<file path="src/rtl/core/abff_pkg.sv">
`timescale 1ns / 1ps
// ----------------------------------------------------------------------------
// abff_pkg
// Shared types and constants of the allocation bitmap free finder.
// ----------------------------------------------------------------------------
package abff_pkg;

	localparam int unsigned CNT_W      = 13;
	localparam int unsigned IDX_W      = 12;
	localparam int unsigned ACT_W      = 2;
	localparam int unsigned CFG_IDX_W  = 2;
	localparam int unsigned CFG_DATA_W = 13;
	localparam int unsigned CNT_MAX    = 8191;
	localparam int unsigned BITS_RST   = 4096;

	localparam logic [CFG_IDX_W-1:0] REG_BITS_IN_USE = 2'd0;
	localparam logic [CFG_IDX_W-1:0] REG_FILL_SET    = 2'd1;

	typedef enum logic [ACT_W-1:0] {
		ACT_GET   = 2'd0,
		ACT_SET   = 2'd1,
		ACT_CLEAR = 2'd2,
		ACT_FIND  = 2'd3
	} action_t;

	typedef enum logic [1:0] {
		SCAN_FIND  = 2'd0,
		SCAN_ABOVE = 2'd1,
		SCAN_BELOW = 2'd2
	} scan_mode_t;

	typedef enum logic [2:0] {
		ST_FILL      = 3'd0,
		ST_IDLE      = 3'd1,
		ST_CHECK     = 3'd2,
		ST_DIV       = 3'd3,
		ST_DATA      = 3'd4,
		ST_DOWN      = 3'd5,
		ST_SCAN_UP   = 3'd6,
		ST_SCAN_DOWN = 3'd7
	} state_t;

	typedef struct packed {
		logic [ACT_W-1:0] action;
		logic [IDX_W-1:0] bit_index;
	} in_item_t;

	typedef struct packed {
		logic             ok;
		logic             bit_value;
		logic [IDX_W-1:0] found_index;
	} out_item_t;

	typedef struct packed {
		logic       accept;
		logic       calc_q;
		logic       calc_base;
		logic       wr_set;
		logic       wr_clr;
		logic       scan_init;
		scan_mode_t scan_mode;
		logic       scan_step;
		logic       take_low;
		logic       take_high;
		logic       mark_full;
		logic       fill_step;
		logic       emit;
		logic       emit_ok;
		logic       emit_val;
		logic       emit_found;
	} cmd_t;

	typedef struct packed {
		action_t act;
		logic    fail;
		logic    bit_set;
		logic    full;
		logic    idx_is_low;
		logic    idx_is_high;
		logic    idx_zero;
		logic    scan_hit;
		logic    scan_end;
		logic    fill_last;
		logic    refill;
	} status_t;

endpackage

</file>
<file path="src/rtl/core/abff_ctrl.sv">
`timescale 1ns / 1ps
// ----------------------------------------------------------------------------
// abff_ctrl
// Sequencer: fill sweep, item decode, bit access and bound scans.
// ----------------------------------------------------------------------------
module abff_ctrl (
	input  logic              clk,
	input  logic              arst_n,
	input  logic              start,
	input  logic              cfg_valid,
	output logic              busy,
	input  abff_pkg::status_t status,
	output abff_pkg::cmd_t    cmd
);

	abff_pkg::state_t state_q;
	abff_pkg::state_t state_nx;

	always_ff @(posedge clk or negedge arst_n) begin
		if (!arst_n) begin
			state_q <= abff_pkg::ST_FILL;
		end else begin
			state_q <= state_nx;
		end
	end

	assign busy = (state_q != abff_pkg::ST_IDLE) || cfg_valid;

	always_comb begin
		state_nx = state_q;
		case (state_q)
			abff_pkg::ST_FILL: begin
				if (status.fill_last) begin
					state_nx = abff_pkg::ST_IDLE;
				end
			end
			abff_pkg::ST_IDLE: begin
				if (start && !cfg_valid) begin
					state_nx = abff_pkg::ST_CHECK;
				end
			end
			abff_pkg::ST_CHECK: begin
				state_nx = status.fail ? abff_pkg::ST_IDLE : abff_pkg::ST_DIV;
			end
			abff_pkg::ST_DIV: begin
				state_nx = abff_pkg::ST_DATA;
			end
			abff_pkg::ST_DATA: begin
				case (status.act)
					abff_pkg::ACT_FIND: state_nx = abff_pkg::ST_SCAN_UP;
					abff_pkg::ACT_SET: begin
						if (status.bit_set || status.full) begin
							state_nx = abff_pkg::ST_IDLE;
						end else if (status.idx_is_low) begin
							state_nx = abff_pkg::ST_SCAN_UP;
						end else if (status.idx_is_high) begin
							state_nx = abff_pkg::ST_DOWN;
						end else begin
							state_nx = abff_pkg::ST_IDLE;
						end
					end
					default: state_nx = abff_pkg::ST_IDLE;
				endcase
			end
			abff_pkg::ST_DOWN: begin
				state_nx = status.idx_zero ? abff_pkg::ST_IDLE : abff_pkg::ST_SCAN_DOWN;
			end
			abff_pkg::ST_SCAN_UP: begin
				if (status.scan_hit) begin
					if (status.act != abff_pkg::ACT_FIND && status.idx_is_high) begin
						state_nx = abff_pkg::ST_DOWN;
					end else begin
						state_nx = abff_pkg::ST_IDLE;
					end
				end else if (status.scan_end) begin
					state_nx = abff_pkg::ST_IDLE;
				end
			end
			abff_pkg::ST_SCAN_DOWN: begin
				if (status.scan_hit || status.scan_end) begin
					state_nx = abff_pkg::ST_IDLE;
				end
			end
			default: state_nx = abff_pkg::ST_FILL;
		endcase
		if (status.refill) begin
			state_nx = abff_pkg::ST_FILL;
		end
	end

	always_comb begin
		cmd = '0;
		case (state_q)
			abff_pkg::ST_FILL: begin
				cmd.fill_step = 1'b1;
			end
			abff_pkg::ST_IDLE: begin
				cmd.accept = start && !cfg_valid;
			end
			abff_pkg::ST_CHECK: begin
				cmd.calc_q = 1'b1;
				cmd.emit   = status.fail;
			end
			abff_pkg::ST_DIV: begin
				cmd.calc_base = 1'b1;
			end
			abff_pkg::ST_DATA: begin
				case (status.act)
					abff_pkg::ACT_GET: begin
						cmd.emit     = 1'b1;
						cmd.emit_ok  = 1'b1;
						cmd.emit_val = 1'b1;
					end
					abff_pkg::ACT_CLEAR: begin
						cmd.wr_clr  = status.bit_set;
						cmd.emit    = 1'b1;
						cmd.emit_ok = 1'b1;
					end
					abff_pkg::ACT_FIND: begin
						cmd.scan_init = 1'b1;
						cmd.scan_mode = abff_pkg::SCAN_FIND;
					end
					default: begin
						cmd.wr_set = !status.bit_set;
						if (status.bit_set || status.full) begin
							cmd.emit    = 1'b1;
							cmd.emit_ok = 1'b1;
						end else if (status.idx_is_low) begin
							cmd.scan_init = 1'b1;
							cmd.scan_mode = abff_pkg::SCAN_ABOVE;
						end else if (!status.idx_is_high) begin
							cmd.emit    = 1'b1;
							cmd.emit_ok = 1'b1;
						end
					end
				endcase
			end
			abff_pkg::ST_DOWN: begin
				if (status.idx_zero) begin
					cmd.mark_full = 1'b1;
					cmd.emit      = 1'b1;
					cmd.emit_ok   = 1'b1;
				end else begin
					cmd.scan_init = 1'b1;
					cmd.scan_mode = abff_pkg::SCAN_BELOW;
				end
			end
			abff_pkg::ST_SCAN_UP: begin
				cmd.scan_step = 1'b1;
				if (status.scan_hit) begin
					if (status.act == abff_pkg::ACT_FIND) begin
						cmd.emit       = 1'b1;
						cmd.emit_ok    = 1'b1;
						cmd.emit_found = 1'b1;
					end else begin
						cmd.take_low = 1'b1;
						if (!status.idx_is_high) begin
							cmd.emit    = 1'b1;
							cmd.emit_ok = 1'b1;
						end
					end
				end else if (status.scan_end) begin
					cmd.emit = 1'b1;
					if (status.act != abff_pkg::ACT_FIND) begin
						cmd.mark_full = 1'b1;
						cmd.emit_ok   = 1'b1;
					end
				end
			end
			abff_pkg::ST_SCAN_DOWN: begin
				cmd.scan_step = 1'b1;
				if (status.scan_hit) begin
					cmd.take_high = 1'b1;
					cmd.emit      = 1'b1;
					cmd.emit_ok   = 1'b1;
				end else if (status.scan_end) begin
					cmd.mark_full = 1'b1;
					cmd.emit      = 1'b1;
					cmd.emit_ok   = 1'b1;
				end
			end
			default: begin
				cmd = '0;
			end
		endcase
	end

`ifndef SYNTHESIS
	a_emit_to_idle: assert property (@(posedge clk) disable iff (!arst_n)
		cmd.emit && !status.refill |=> state_q == abff_pkg::ST_IDLE)
		else $error("result issued without returning to idle");

	a_accept_no_cfg: assert property (@(posedge clk) disable iff (!arst_n)
		cmd.accept |-> !status.refill)
		else $error("item accepted together with a config write");

	a_scan_entry: assert property (@(posedge clk) disable iff (!arst_n)
		cmd.scan_init |=> state_q == abff_pkg::ST_SCAN_UP ||
			state_q == abff_pkg::ST_SCAN_DOWN || state_q == abff_pkg::ST_FILL)
		else $error("scan set up but no scan state entered");
`endif

endmodule

</file>
<file path="config.mk">
export PLATFORM = sky130hd
export DESIGN_NAME = abff_ctrl
export DESIGN_NICKNAME = d
export VERILOG_FILES = /design/src/rtl/core/abff_pkg.sv /design/src/rtl/core/abff_ctrl.sv
export SDC_FILE = /design/constraint.sdc
export NUM_CORES = 1
export LEC_CHECK = 0
export BUFFER_PORTS_ARGS = -buffer_cell sky130_fd_sc_hd__buf_2
export CELL_PAD_IN_SITES_DETAIL_PLACEMENT = 0
export CELL_PAD_IN_SITES_GLOBAL_PLACEMENT = 1
export CORE_MARGIN = 2
export CORE_UTILIZATION = 24
export DETAILED_ROUTE_END_ITERATION = 12
export GPL_ROUTABILITY_DRIVEN = 1
export MAX_ROUTING_LAYER = met4
export PLACE_DENSITY = 0.86
export SETUP_SLACK_MARGIN = 0.15
export SLEW_MARGIN = 5
export SYNTH_ARGS = -nofsm -noshare
export SYNTH_HDL_FRONTEND = slang
export SYNTH_SLANG_ARGS = --single-unit
</file>
<file path="constraint.sdc">
create_clock -name clk -period 1.99 [get_ports clk]
set_input_delay 0.199 -clock clk [delete_from_list [all_inputs] [get_ports clk]]
set_output_delay 0.199 -clock clk [all_outputs]
set_load 0.02 [all_outputs]
</file>
# Word level (Yosys, flattened, before mapping)
# Index checks and enable logic that the tools add are counted.
# word_totals
elab_cells	86
mem_count	0
output_inout_bits	18
latchBits	0
ram_bits	0
ff_bits	3
rom_bits	0
# classes
n_reduce_logical	13
n_shift	0
mul	0
eq_ne	16
n_bitwise	0
order_cmp	0
mux	56
addsub	0
div	0
# op_table
op	count
two-way mux 3 bit	14
one-hot mux 3 bit (8 select lines)	1
two-way mux 1 bit	23
two-way mux 2 bit	11
one-hot mux 3 bit (2 select lines)	3
equality test 3 bit (second input constant)	4
inequality test 3 bit (second input constant)	3
equality test 3 x 2 -> 1 bit (second input constant)	2
one-hot mux 1 bit (5 select lines)	1
equality test 2 bit (second input constant)	2
inequality test 4 bit (second input constant)	1
one-hot mux 1 bit (4 select lines)	1
one-hot mux 2 bit (2 select lines)	1
AND reduction 4 bit	1
OR reduction 2 bit	2
equality test 3 x 1 -> 1 bit (second input constant)	1
zero test 3 bit	1
logical OR 1 bit	3
inequality test 3 x 1 -> 1 bit (second input constant)	1
one-hot mux 1 bit (3 select lines)	1
OR reduction 3 bit	1
equality test 2 x 1 -> 1 bit (second input constant)	1
logical AND 1 bit	2
zero test 1 bit	2
other kinds (2)	2

# Longest topological paths before layout
# depth
word_depth	6
mapped_depth	6
ltp_nobuf	5

# Worst setup path after synthesis
# OpenSTA, ideal clock, no wires.
# synth_path
path_type	flip-flop to output port
startpoint	register state_q[1]
endpoint	output cmd[3] (netlist name)
required_ns	1.791
path_buffers	1
arrival_time_ns	1.489
path_slack_ns	0.302
stages_incl_launch_ff	5
path_cell_list	dfrtp_1 buf_2 nor3b_1 nand2_1 nand3_1
# synth_lines
item	line	source
from (decl)	abff_ctrl.sv:16	abff_pkg::state_t state_q;
from (signal assigned)	abff_ctrl.sv:21	state_q <= abff_pkg::ST_FILL;
from (signal assigned)	abff_ctrl.sv:23	state_q <= state_nx;
to (decl)	abff_ctrl.sv:13	output abff_pkg::cmd_t cmd

==> impl_metrics.py <==
metrics = {
    "setup_path": {
        "slowest_stage": "or3b_4",
        "worstPathMaxFanout": 5,
        "cp-start-kind": "flop",
        "cp_common_cell": "or2_4",
        "path_class": "flop to primary output",
        "crit_buf_inv": 1,
        "cp.required_ns": 1.79,
        "worstPathCellList": "or3b_4 > or2_4 > or2_4 > nand2_2 > buf_6",
        "crit_family": "simple AND/OR/NAND/NOR gates",
        "critPathArrivalTime_ns": 1.68,
        "cp-end-kind": "primary output",
        "critPathMaxStageDelay_ns": 0.40,
    },
    "power_and_ir_drop": {
        "ir_worst_vdd_mv": 0.312,
        "power_density_nw_per_um2": 532,
        "p_leak_uw": 0.000388,
    },
    "timing": {
        "relSlewSlack": 0.769,
        "drv_slew": 0,
        "setup_viol": 0,
        "finalCriticalPeriod_ns": 1.88,
        "tns_ns": 0,
        "achievable-frequency_ghz": 0.531,
        "tightestPinTransition_ns": 0.337,
        "rsz0062_at_grt": "true",
        "min_period_over_period": 0.947,
        "hold_violations": 0,
        "clock_skew_ns": 0.000876,
    },
    "drt": {
        "drtPass1Iterations": 4,
        "drtIter0Drc": 10,
        "ant_nets": 0,
        "wirelength_microns": 1420,
        "drc": 0,
        "dr_total_vias": 643,
        "wire_per_inst_microns": 10.6,
        "via_per_inst": 4.80,
    },
    "global_route": {
        "grt_pass1_wl_microns": 2290,
        "grt_max_degree": 20,
        "grt_antenna_before_repair": 0,
        "grt_use_total": 0.146,
        "grt_pass1_vias": 583,
        "grt_overflow": 0,
    },
    "floorplan": {
        "fp-row-count": 15,
        "coreArea_sq_um": 1760,
        "die_area_sq_um": 2300,
        "die_h_microns": 47.9,
        "floorplan.initialDensity": 0.262,
        "die_w_microns": 47.9,
        "io_pins": 34,
    },
    "clocking": {
        "clock_path_buffers": 2,
        "insertion_delay_ns": 0.23,
        "postCtsSetupBuffers": 0,
        "cts_tree": "yes",
        "numCtsBuffers": 3,
        "cts.sink_count": 3,
        "cts_root_buffer": "clkbuf_4",
        "htreeDepth": 1,
        "clk_pin_slew_ns": 0.04,
    },
    "logic_synthesis": {
        "synth_nets": 89,
        "yosysTopAreaCellShare": 0.162,
        "yosysTopAreaCell": "dfrtp_1",
        "netlist_area_sq_um": 463,
        "ys_seq_area_frac": 0.162,
        "yosysWarnings": 0,
        "synthTopCellsByArea": "dfrtp_1 (16%), nor3_1 (7.6%), a21oi_1 (6.5%)",
        "syn_inst": 73,
        "syn_avg_cell_area_sq_um": 6.34,
        "synth_cell_type_count": 32,
        "ys_ff_latch": 3,
    },
    "layout": {
        "area_growth_pct": 53.8,
        "regMostFlops": "state_q",
        "utilization": 0.404,
        "nets": 126,
        "multi_input_area_sq_um": 343,
        "largest_reg_flops": 3,
        "largestRegisters": "state_q: 3 flops",
        "insertedDiodeCount": 0,
        "fillCellCount": 212,
        "drive_gt1_frac": 0.413,
        "final_cell_count_no_fill": 134,
        "ff_latch_area_sq_um": 75.1,
    },
    "place": {
        "placed_cells": 129,
        "io_buffers": 33,
        "dp_hpwl_microns": 1130,
        "routabilityCongestion": 0.798,
    },
    "outcome": {
        "status": "complete, no violations",
    },
    "min_path": {
        "worstHoldPathType": "input port to flop",
    },
    "flow_run": {
        "maxCapViolations": 0,
    },
}
==> cell usage after synthesis (all sizes together) <==
| cell | n |
|---|---|
| nor3 | 7 |
| inv | 8 |
| o311ai | 1 |
| nand3b | 3 |
| clkbuf | 1 |
| or2 | 3 |
| buf | 4 |
| o311a | 1 |
| o21ai | 2 |
| and3 | 1 |
| a21o | 1 |
| nand3 | 3 |
| a211oi | 1 |
| o21a | 1 |
| a32oi | 1 |
| a2111oi | 1 |
| or3b | 2 |
| nor2 | 6 |
| o2111ai | 1 |
| o211ai | 1 |
| nor3b | 2 |
| nand2 | 8 |
| a31oi | 1 |
| a21oi | 6 |
| nand2b | 2 |
| o22ai | 1 |
| a21boi | 1 |
| dfrtp | 3 |
==> worst reg2reg max path, stage by stage (launching register included) <==
cell and delay [ns]:
dfrtp_1 0.34, buf_4 0.22, nand3b_1 0.14, a32oi_1 0.34
o22ai_1 0.15, a211oi_1 0.23
==> report_power, final <==
group | switching [uW] | internal [uW]
registers | 4.28 | 69.4
clock network | 31.5 | 75.1
logic | 118 | 80.4
total | 154 | 225
==> layout make-up <==
type,instances,share of cell area
clock buffers,4,0.0369
repair buffers,37,0.290
inverters,8,0.0422
well taps,25,0.0439
multi-input cells,57,0.482
flip-flops and latches,3,0.105
==> placed cells by master (no fill, tap or decap), drive strengths merged, types with 2 or more instances in the layout <==
cell type / instances
nor3: 7
or2: 3
clkbuf: 4
nand2: 8
nand3: 3
inv: 8
nor2: 6
nor3b: 2
or3b: 2
nand2b: 2
buf: 36
o21ai: 2
nand3b: 3
dfrtp: 3
a21oi: 6
==> routing by layer <==
| layer | GRT usage | wire, microns | vias up | share of wire |
|---|---|---|---|---|
| li1 | - | - | 331 | - |
| met1 | 0.172 | 636 | 295 | 0.45 |
| met2 | 0.235 | 719 | 17 | 0.51 |
| met3 | 0.0226 | 67 | 0 | 0.047 |
| met4 | 0.0811 | 0 | 0 | 0 |
| met5 | - | 0 | - | 0 |
==> path summary, 6_finish.rpt <==
check / startpoint / end / slack (ns) / cells after the start
worst max register to register: state_q[0] / state_q[0] / 0.48 / 5
max in group asynchronous: arst_n / state_q[1] / 1.59 / 2
min in group asynchronous: arst_n / state_q[2] / 0.29 / 2
worst min register to register: state_q[0] / state_q[0] / 0.70 / 2
worst max-delay path: state_q[1] / cmd[11] / 0.11 / 5
worst min-delay path: status[0] / state_q[0] / 0.14 / 2
==> through the flow <==
step / hold slack (ns) / power [uW] / worst slack [ns] / cell area (sq um)
floorplan: -0.0966 / 205 / 0.302 / 463
global placement: -0.00785 / 267 / 0.312 / 659
detailed placement: -0.00176 / 267 / 0.311 / 659
CTS: 0.134 / 383 / 0.0847 / 704
global route: 0.137 / 411 / 0.0418 / 712
finish: 0.144 / 379 / 0.106 / 712
==> logic make-up (layout without fill, tap and decap cells) <==
logic type / Yosys count / after routing / share of synthesized area
AO/OA/AOI/OAI: 20 / 20 / 0.292
flip-flops: 3 / 3 / 0.162
buffers and inverters: 13 / 49 / 0.113
AND/OR/NAND/NOR: 37 / 37 / 0.432
==> timing repair <==
item | in CTS | in global routing
gates resized for setup | 4 | 3
hold buffers | 1 | 0
setup endpoints to repair | 2 | 6
hold endpoints to repair | 3 | 0
pin swaps | 1 | 1
(Power assumes the default switching activity.)
